`src/rtl/core/pal_pkg.sv`:
```
// Shared types and constants for the positional array list
package pal_pkg;

  localparam int OP_W  = 2;
  localparam int POS_W = 5;
  localparam int VAL_W = 32;
  localparam int LEN_W = 5;

  localparam logic [OP_W-1:0] OP_GET    = 2'd0;
  localparam logic [OP_W-1:0] OP_LOCATE = 2'd1;
  localparam logic [OP_W-1:0] OP_INSERT = 2'd2;
  localparam logic [OP_W-1:0] OP_DELETE = 2'd3;

  // index register load sources
  localparam logic [1:0] IDX_ZERO = 2'd0;
  localparam logic [1:0] IDX_POS  = 2'd1;
  localparam logic [1:0] IDX_LAST = 2'd2;

  typedef struct packed {
    logic       capture;
    logic       load_idx;
    logic [1:0] idx_sel;
    logic       idx_inc;
    logic       idx_dec;
    logic       rd_en;
    logic       wr_move_up;
    logic       wr_move_down;
    logic       wr_value;
    logic       take_rd;
    logic       set_ok;
    logic       set_found;
    logic       cnt_inc;
    logic       cnt_dec;
  } pal_cmd_t;

  typedef struct packed {
    logic [OP_W-1:0] op;
    logic            get_ok;
    logic            ins_ok;
    logic            ins_has_move;
    logic            list_empty;
    logic            idx_at_end;
    logic            idx_at_pos;
    logic            hit;
  } pal_sts_t;

endpackage

```
`src/rtl/core/pal_dpath.sv`:
```
// Datapath: entry memory, count, index register and result registers
module pal_dpath #(
  parameter int DEPTH      = 16,
  parameter int DATA_WIDTH = 32
) (
  input  logic                     clk,
  input  logic                     rst_n,
  input  pal_pkg::pal_cmd_t        cmd,
  input  logic [pal_pkg::OP_W-1:0] in_operation,
  input  logic [pal_pkg::POS_W-1:0] in_position,
  input  logic [pal_pkg::VAL_W-1:0] in_value,
  output pal_pkg::pal_sts_t        sts,
  output logic                     out_ok,
  output logic [pal_pkg::VAL_W-1:0] out_read_value,
  output logic [pal_pkg::POS_W-1:0] out_found_position,
  output logic [pal_pkg::LEN_W-1:0] out_list_length,
  output logic                     out_is_empty
);
  import pal_pkg::*;

  localparam int AW   = (DEPTH > 1) ? $clog2(DEPTH) : 1;
  localparam int CW   = $clog2(DEPTH + 1);
  localparam int CMPW = ((CW > POS_W) ? CW : POS_W) + 1;

  logic [DATA_WIDTH-1:0] mem [DEPTH];

  logic [OP_W-1:0]       op_r;
  logic [POS_W-1:0]      pos_r;
  logic [DATA_WIDTH-1:0] val_r;
  logic [CW-1:0]         count_r, count_nxt;
  logic [CW-1:0]         idx_r, idx_nxt;
  logic [DATA_WIDTH-1:0] rdata_r;
  logic                  res_ok_r;
  logic [DATA_WIDTH-1:0] res_rd_r;
  logic [POS_W-1:0]      res_found_r;

  logic [CMPW-1:0]       pos_x, cnt_x, idx_x, depth_x;
  logic [AW-1:0]         idx_a, pos_a, waddr;
  logic [DATA_WIDTH-1:0] wdata;
  logic                  we;

  always_comb begin
    pos_x   = CMPW'(pos_r);
    cnt_x   = CMPW'(count_r);
    idx_x   = CMPW'(idx_r);
    depth_x = CMPW'(DEPTH);
    idx_a   = idx_r[AW-1:0];
    pos_a   = AW'(pos_x - CMPW'(1));

    sts.op           = op_r;
    sts.get_ok       = (pos_x != '0) && (pos_x <= cnt_x);
    sts.ins_ok       = (cnt_x < depth_x) && (pos_x != '0) && (pos_x <= cnt_x + CMPW'(1));
    sts.ins_has_move = (pos_x <= cnt_x);
    sts.list_empty   = (count_r == '0);
    sts.idx_at_end   = (idx_x + CMPW'(1) == cnt_x);
    sts.idx_at_pos   = (idx_x + CMPW'(1) == pos_x);
    sts.hit          = (rdata_r == val_r);
  end

  // single write port: shift move or new value
  always_comb begin
    we    = cmd.wr_move_up | cmd.wr_move_down | cmd.wr_value;
    waddr = pos_a;
    wdata = val_r;
    if (cmd.wr_move_up) begin
      waddr = AW'(idx_a + AW'(1));
      wdata = rdata_r;
    end else if (cmd.wr_move_down) begin
      waddr = AW'(idx_a - AW'(1));
      wdata = rdata_r;
    end
  end

  always_ff @(posedge clk) begin
    if (we) begin
      mem[waddr] <= wdata;
    end
    if (cmd.rd_en) begin
      rdata_r <= mem[idx_a];
    end
  end

  always_comb begin
    idx_nxt = idx_r;
    if (cmd.load_idx) begin
      unique case (cmd.idx_sel)
        IDX_ZERO: idx_nxt = '0;
        IDX_POS:  idx_nxt = CW'(pos_x - CMPW'(1));
        IDX_LAST: idx_nxt = CW'(cnt_x - CMPW'(1));
        default:  idx_nxt = '0;
      endcase
    end else if (cmd.idx_inc) begin
      idx_nxt = CW'(idx_x + CMPW'(1));
    end else if (cmd.idx_dec) begin
      idx_nxt = CW'(idx_x - CMPW'(1));
    end
  end

  always_comb begin
    count_nxt = count_r;
    if (cmd.cnt_inc) begin
      count_nxt = CW'(cnt_x + CMPW'(1));
    end else if (cmd.cnt_dec) begin
      count_nxt = CW'(cnt_x - CMPW'(1));
    end
  end

  always_ff @(posedge clk) begin
    if (!rst_n) begin
      count_r <= '0;
      idx_r   <= '0;
    end else begin
      count_r <= count_nxt;
      idx_r   <= idx_nxt;
    end
  end

  always_ff @(posedge clk) begin
    if (cmd.capture) begin
      op_r        <= in_operation;
      pos_r       <= in_position;
      val_r       <= DATA_WIDTH'(in_value);
      res_ok_r    <= 1'b0;
      res_rd_r    <= '0;
      res_found_r <= '0;
    end else begin
      if (cmd.set_ok) begin
        res_ok_r <= 1'b1;
      end
      if (cmd.take_rd) begin
        res_rd_r <= rdata_r;
      end
      if (cmd.set_found) begin
        res_found_r <= POS_W'(idx_x + CMPW'(1));
      end
    end
  end

  assign out_ok             = res_ok_r;
  assign out_read_value     = VAL_W'(res_rd_r);
  assign out_found_position = res_found_r;
  assign out_list_length    = LEN_W'(count_r);
  assign out_is_empty       = sts.list_empty;

endmodule

```
`src/rtl/core/pal_ctrl.sv`:
```
// Controller: sequences each operation over the datapath
module pal_ctrl (
  input  logic               clk,
  input  logic               rst_n,
  input  logic               start,
  input  pal_pkg::pal_sts_t  sts,
  output pal_pkg::pal_cmd_t  cmd,
  output logic               busy,
  output logic               out_strobe
);
  import pal_pkg::*;

  localparam logic [3:0] S_IDLE    = 4'd0;
  localparam logic [3:0] S_DISP    = 4'd1;
  localparam logic [3:0] S_GET_RD  = 4'd2;
  localparam logic [3:0] S_GET_CAP = 4'd3;
  localparam logic [3:0] S_LOC_RD  = 4'd4;
  localparam logic [3:0] S_LOC_CMP = 4'd5;
  localparam logic [3:0] S_INS_RD  = 4'd6;
  localparam logic [3:0] S_INS_MV  = 4'd7;
  localparam logic [3:0] S_INS_PUT = 4'd8;
  localparam logic [3:0] S_DEL_RD  = 4'd9;
  localparam logic [3:0] S_DEL_CAP = 4'd10;
  localparam logic [3:0] S_DEL_MRD = 4'd11;
  localparam logic [3:0] S_DEL_MV  = 4'd12;
  localparam logic [3:0] S_RESULT  = 4'd13;

  logic [3:0] state_r, state_nxt;

  always_comb begin
    cmd       = '0;
    state_nxt = state_r;
    unique case (state_r)
      S_IDLE: begin
        if (start) begin
          cmd.capture = 1'b1;
          state_nxt   = S_DISP;
        end
      end
      S_DISP: begin
        unique case (sts.op)
          OP_GET: begin
            if (sts.get_ok) begin
              cmd.load_idx = 1'b1;
              cmd.idx_sel  = IDX_POS;
              state_nxt    = S_GET_RD;
            end else begin
              state_nxt = S_RESULT;
            end
          end
          OP_LOCATE: begin
            cmd.set_ok = 1'b1;
            if (sts.list_empty) begin
              state_nxt = S_RESULT;
            end else begin
              cmd.load_idx = 1'b1;
              cmd.idx_sel  = IDX_ZERO;
              state_nxt    = S_LOC_RD;
            end
          end
          OP_INSERT: begin
            if (!sts.ins_ok) begin
              state_nxt = S_RESULT;
            end else if (sts.ins_has_move) begin
              cmd.load_idx = 1'b1;
              cmd.idx_sel  = IDX_LAST;
              state_nxt    = S_INS_RD;
            end else begin
              state_nxt = S_INS_PUT;
            end
          end
          OP_DELETE: begin
            if (sts.get_ok) begin
              cmd.load_idx = 1'b1;
              cmd.idx_sel  = IDX_POS;
              state_nxt    = S_DEL_RD;
            end else begin
              state_nxt = S_RESULT;
            end
          end
        endcase
      end
      S_GET_RD: begin
        cmd.rd_en = 1'b1;
        state_nxt = S_GET_CAP;
      end
      S_GET_CAP: begin
        cmd.take_rd = 1'b1;
        cmd.set_ok  = 1'b1;
        state_nxt   = S_RESULT;
      end
      S_LOC_RD: begin
        cmd.rd_en = 1'b1;
        state_nxt = S_LOC_CMP;
      end
      S_LOC_CMP: begin
        if (sts.hit) begin
          cmd.set_found = 1'b1;
          state_nxt     = S_RESULT;
        end else if (sts.idx_at_end) begin
          state_nxt = S_RESULT;
        end else begin
          cmd.idx_inc = 1'b1;
          state_nxt   = S_LOC_RD;
        end
      end
      S_INS_RD: begin
        cmd.rd_en = 1'b1;
        state_nxt = S_INS_MV;
      end
      S_INS_MV: begin
        cmd.wr_move_up = 1'b1;
        if (sts.idx_at_pos) begin
          state_nxt = S_INS_PUT;
        end else begin
          cmd.idx_dec = 1'b1;
          state_nxt   = S_INS_RD;
        end
      end
      S_INS_PUT: begin
        cmd.wr_value = 1'b1;
        cmd.cnt_inc  = 1'b1;
        cmd.set_ok   = 1'b1;
        state_nxt    = S_RESULT;
      end
      S_DEL_RD: begin
        cmd.rd_en = 1'b1;
        state_nxt = S_DEL_CAP;
      end
      S_DEL_CAP: begin
        cmd.take_rd = 1'b1;
        cmd.set_ok  = 1'b1;
        if (sts.idx_at_end) begin
          cmd.cnt_dec = 1'b1;
          state_nxt   = S_RESULT;
        end else begin
          cmd.idx_inc = 1'b1;
          state_nxt   = S_DEL_MRD;
        end
      end
      S_DEL_MRD: begin
        cmd.rd_en = 1'b1;
        state_nxt = S_DEL_MV;
      end
      S_DEL_MV: begin
        cmd.wr_move_down = 1'b1;
        if (sts.idx_at_end) begin
          cmd.cnt_dec = 1'b1;
          state_nxt   = S_RESULT;
        end else begin
          cmd.idx_inc = 1'b1;
          state_nxt   = S_DEL_MRD;
        end
      end
      S_RESULT: begin
        state_nxt = S_IDLE;
      end
      default: begin
        state_nxt = S_IDLE;
      end
    endcase
  end

  always_ff @(posedge clk) begin
    if (!rst_n) begin
      state_r <= S_IDLE;
    end else begin
      state_r <= state_nxt;
    end
  end

  assign busy       = (state_r != S_IDLE);
  assign out_strobe = (state_r == S_RESULT);

endmodule

```
`src/rtl/core/positional_array_list_top.sv`:
```
// Top level of the positional array list: controller plus datapath
// Sequence from accept to strobe: a bad position goes straight to the result state; get
//   reads then captures; locate reads and compares each entry; insert shifts entries up, then
//   writes the value; delete reads the word, then shifts later entries down, a read then a
//   write/compare per step. A new word is taken only after the strobe, once busy is low.
// Reset (rst_n low, synchronous) empties the list; the receiver cannot stall.
module positional_array_list_top #(
  parameter int DEPTH      = 16,
  parameter int DATA_WIDTH = 32
) (
  input  logic                      clk,
  input  logic                      rst_n,
  // command side
  input  logic                      start,
  output logic                      busy,
  input  logic [pal_pkg::OP_W-1:0]  in_operation,
  input  logic [pal_pkg::POS_W-1:0] in_position,
  input  logic [pal_pkg::VAL_W-1:0] in_value,
  // result side
  output logic                      out_strobe,
  output logic                      out_ok,
  output logic [pal_pkg::VAL_W-1:0] out_read_value,
  output logic [pal_pkg::POS_W-1:0] out_found_position,
  output logic [pal_pkg::LEN_W-1:0] out_list_length,
  output logic                      out_is_empty
);
  import pal_pkg::*;

  pal_cmd_t cmd;
  pal_sts_t sts;

  // controller: one state per memory access, loops for shifting and search
  pal_ctrl u_ctrl (
    .clk        (clk),
    .rst_n      (rst_n),
    .start      (start),
    .sts        (sts),
    .cmd        (cmd),
    .busy       (busy),
    .out_strobe (out_strobe)
  );

  // datapath: entry memory, count, walking index and result word registers
  pal_dpath #(
    .DEPTH      (DEPTH),
    .DATA_WIDTH (DATA_WIDTH)
  ) u_dpath (
    .clk                (clk),
    .rst_n              (rst_n),
    .cmd                (cmd),
    .in_operation       (in_operation),
    .in_position        (in_position),
    .in_value           (in_value),
    .sts                (sts),
    .out_ok             (out_ok),
    .out_read_value     (out_read_value),
    .out_found_position (out_found_position),
    .out_list_length    (out_list_length),
    .out_is_empty       (out_is_empty)
  );

endmodule

```
`config.mk`:
```
export PLATFORM = sky130hd
export DESIGN_NAME = positional_array_list_top
export DESIGN_NICKNAME = d
export VERILOG_FILES = /design/src/rtl/core/pal_pkg.sv /design/src/rtl/core/pal_dpath.sv /design/src/rtl/core/pal_ctrl.sv /design/src/rtl/core/positional_array_list_top.sv
export SDC_FILE = /design/constraint.sdc
export NUM_CORES = 1
export LEC_CHECK = 0
export ABC_AREA = 1
export BUFFER_PORTS_ARGS = -buffer_cell sky130_fd_sc_hd__buf_2
export CORE_ASPECT_RATIO = 1.5
export CORE_MARGIN = 1.5
export CORE_UTILIZATION = 45
export CTS_CLUSTER_DIAMETER = 100
export DETAILED_ROUTE_END_ITERATION = 10
export HOLD_SLACK_MARGIN = 0.12
export PLACE_DENSITY_LB_ADDON = 0.05
export SKIP_LAST_GASP = 1
export SYNTH_ARGS = -nofsm -noshare
export SYNTH_HDL_FRONTEND = slang
export SYNTH_SLANG_ARGS = --single-unit
```
`constraint.sdc`:
```
create_clock -name clk -period 9.1 [get_ports clk]
set_input_delay 2.275 -clock clk [delete_from_list [all_inputs] [get_ports clk]]
set_output_delay 2.275 -clock clk [all_outputs]
set_load 0.005 [all_outputs]
```
==> flow_summary.yaml <==
power_and_ir_drop:
  cellInternalPower_mw: 6.097
  vdd.ir_drop.worst_v: 0.0002310
  register_share_of_total_power_pct: 41.7
  switching_share_pct: 37.61
  share_clk_of_total_power_pct: 26.4
  combinational_fraction_of_design_power_pct: 31.8
  pwr_density_cell_nw_per_um2: 331.6
  power_switching_mw: 3.676
  static-leakage-power_nw: 10.27
layout:
  synthToLayoutAreaGrowth_pct: 13.21
  final_layout_net_count: 2299
  post_route_cells_drive_above_1_share_pct: 13.60
  num_antenna_cells: 0
  mostFrequentLayoutCell: "sky130_fd_sc_hd__edfxtp_1"
  layout.filler_cells: 5068
  layout.cells.most_common_list: "583 x sky130_fd_sc_hd__edfxtp_1, 301 x sky130_fd_sc_hd__nor2_1, 290 x sky130_fd_sc_hd__nand2_1"
worst_setup_path:
  timing.critical_path.cells: "clkinv_2, ha_1, inv_1, nand2_1, o211ai_1, o21ai_1, nand3_1, nor2_4, buf_4"
  cp-end-kind: "flip-flop"
  critical-path-top-delay-family: "buffers and inverters"
  path_max_fanout: 82
  crit_slowest_cell: "sky130_fd_sc_hd__dfxtp_4"
  worst_stage_delay_on_the_critical_path_ns: 1.03
  cp-start-kind: "flip-flop"
  crit_buf_inv: 3
  critPathKind: "flip-flop to flip-flop"
  worst_ep_required_time_ns: 9.38
  critical_path_arrival_ns: 5.40
placed_design:
  pre_cts_ws_ns: 3.961
  hpwl_detailed_mm: 41.61
  globalplace.congestion: 0.9522
  portBuffers: 87
clock_network:
  cts_buffer_depth: 3
  cts_inserted_buffers: 61
  clock-sinks: 635
  h_tree_level_count: 2
  cts_tree: "built"
  clock-root-buffer: "sky130_fd_sc_hd__clkbuf_16"
  postCtsResizedCells: 0
  worst_setup_hold_path_clk_slew_ns: 0.07
  ctsHoldBuffers: 0
  post-cts-setup-buffer-count: 0
  clock_insertion_delay_worst_skew_ns: 0.64
job:
  drv.max_cap_violation_count: 0
sta:
  period_needed_ns: 5.113
  worst_slew_margin_rel_pct: 12.73
  post_route_fraction_of_the_period_consumed_by_the_critical_path_pct: 56.18
  worst_clock_skew_ns: 0.02205
  setup_viol: 0
  timing_worst_slew_pin_value_ns: 1.300
  layout_setup_ws_ns: 3.987
  highest_achievable_clock_rate_ghz: 0.1956
  rsz_0062_raised_after_global_routing: "no"
  slew_viol_final: 0
  hold_viol: 0
  totalNegativeSetupSlack_ns: 0
logic_synthesis:
  synth.net_count: 2226
  synthDistinctLibCells: 40
  yosysTopAreaCell: "sky130_fd_sc_hd__edfxtp_1"
  yosys_warnings: 0
  synth-seq-cells: 635
  post_synth_inst_count: 2161
  yosys-top-cells-area: "sky130_fd_sc_hd__edfxtp_1 67%, sky130_fd_sc_hd__o21ai_0 5.3%, sky130_fd_sc_hd__nor2_1 4.6%, sky130_fd_sc_hd__nand2_1 4.2%, sky130_fd_sc_hd__dfxtp_1 4.0%"
  post_synth_instance_area_um2: 26030
  synth.top_cell.area_share_pct: 67.24
  synth_area_per_inst_um2: 12.05
  synth_sequential_area_ratio_pct: 71.24
routing:
  vias_per_cell: 5.619
  wl_per_cell_um: 23.96
  drcViolationCount: 0
  drt_pass1_iterations: 5
  dr_total_vias: 17130
  drt.antenna.violating_nets: 0
  wl_mm: 73.06
  drt-initial-drc-count: 1290
floorplanning:
  ioPinCount: 88
  area_of_the_core_region_um2: 57030
  die-area_um2: 59340
  die_h_um: 297.6
  die_width_um: 199.4
  initial_utilization_pct: 45.65
  rows: 107
grt:
  grt_pass1_vias: 16800
  grt_pass1_wl_mm: 107.8
  gr-total-overflow: 0
  groute.usage.overall_pct: 24.76
  grt_antenna_before_repair: 0
  grt_max_degree: 108
run_status:
  result_of_the_run: "complete, no violations"
min_path:
  min-delay-path-class: "flip-flop to flip-flop"
-- cell families (layout without fill, tap and decap cells) --
logic type / count (synthesis) / count (layout) / share of synthesized area, %
AO/OA/AOI/OAI: 526 / 526 / 11.56
XOR/XNOR: 43 / 43 / 1.504
adder cells (fa/ha/maj): 23 / 23 / 1.105
buffers and inverters: 219 / 344 / 3.302
flip-flops: 635 / 635 / 71.24
AND/OR/NAND/NOR: 715 / 715 / 11.28
-- cell usage after synthesis, drive strengths merged --
master	count
xor2	14
o211ai	20
a31oi	1
nor3	2
nor2	330
o22ai	104
nand3b	1
xnor2	29
a221oi	1
o221ai	47
a211o	1
clkinv	2
a21oi	58
ha	23
o21ai	292
clkbuf	102
inv	95
edfxtp	583
buf	20
nand4	11
nand3	72
a22oi	1
a41oi	1
dfxtp	52
nand2	299
-- cell type report --
type | instances | area (µm²) | share of cell area, %
sequential | 635 | 18560 | 62.96
inverter | 97 | 370.4 | 1.257
clock inverter | 37 | 367.9 | 1.248
multi-input combinational | 1307 | 6790 | 23.04
clock buffer | 78 | 1660 | 5.633
timing repair buffer | 132 | 773.2 | 2.623
tap | 763 | 954.7 | 3.239
-- sequential cells by signal (all words and copies together), names as in the netlist, 4 cells and up --
name / count
u_dpath.idx_r: 5
u_dpath.mem: 512
u_dpath.out_found_position: 5
u_dpath.pos_r: 5
u_dpath.out_list_length: 5
u_dpath.val_r: 32
u_dpath.rdata_r: 32
u_ctrl.state_r: 4
u_dpath.out_read_value: 32
-- worst min-delay path, delay by kind of cell (launching register included) --
family           cells  cell delay [ns]
flip-flops           1             0.31
AND/OR/NAND/NOR      1             0.06
AO/OA/AOI/OAI        1             0.05
-- metal layers --
| layer | routed length [µm] | vias to the layer above | GRT usage (%) |
|---|---|---|---|
| met3 | 3093 | 134 | 3.152 |
| li1 | - | 7962 | - |
| met4 | 2759 | 0 | 9.721 |
| met5 | 0 | - | 0 |
| met1 | 30040 | 8610 | 31.32 |
| met2 | 37170 | 426 | 42.87 |
-- worst paths after layout --
check / from / depth (start not counted) / to / slack [ns]
max: u_dpath.idx_r[1] / 9 / u_dpath.mem[13][19] / 3.99
min: u_dpath.out_found_position[0] / 2 / u_dpath.out_found_position[0] / 0.46
max reg2reg: u_dpath.idx_r[1] / 9 / u_dpath.mem[13][19] / 3.99
min reg2reg: u_dpath.out_found_position[0] / 2 / u_dpath.out_found_position[0] / 0.46
-- stage by stage --
stage / total power, mW / cells / area, µm² / utilization, % / hold WS [ns]
2_1_floorplan: 6.071 / 2161 / 26040 / - / 0.4558
4_1_cts: 9.858 / 3049 / 29470 / 51.68 / 0.4627
3_3_place_gp: 7.231 / 2934 / 27450 / 48.12 / 0.4459
6_report: 9.773 / 3049 / 29470 / 51.68 / 0.4583
3_5_place_dp: 7.274 / 2934 / 27450 / 48.12 / 0.4528
5_1_grt: 10.31 / 3049 / 29470 / 51.68 / 0.4794
-- power groups by stage --
stage               registers, mW  logic [mW]  clock network [mW]
global placement             4.13        3.10                   0
detailed placement           4.14        3.13                   0
CTS                          4.08        3.14                2.63
finish                       4.08        3.11                2.58
floorplan                    3.92        2.15                   0
global route                 4.11        3.45                2.74
No activity file was read; power rests on OpenSTA's default activity.
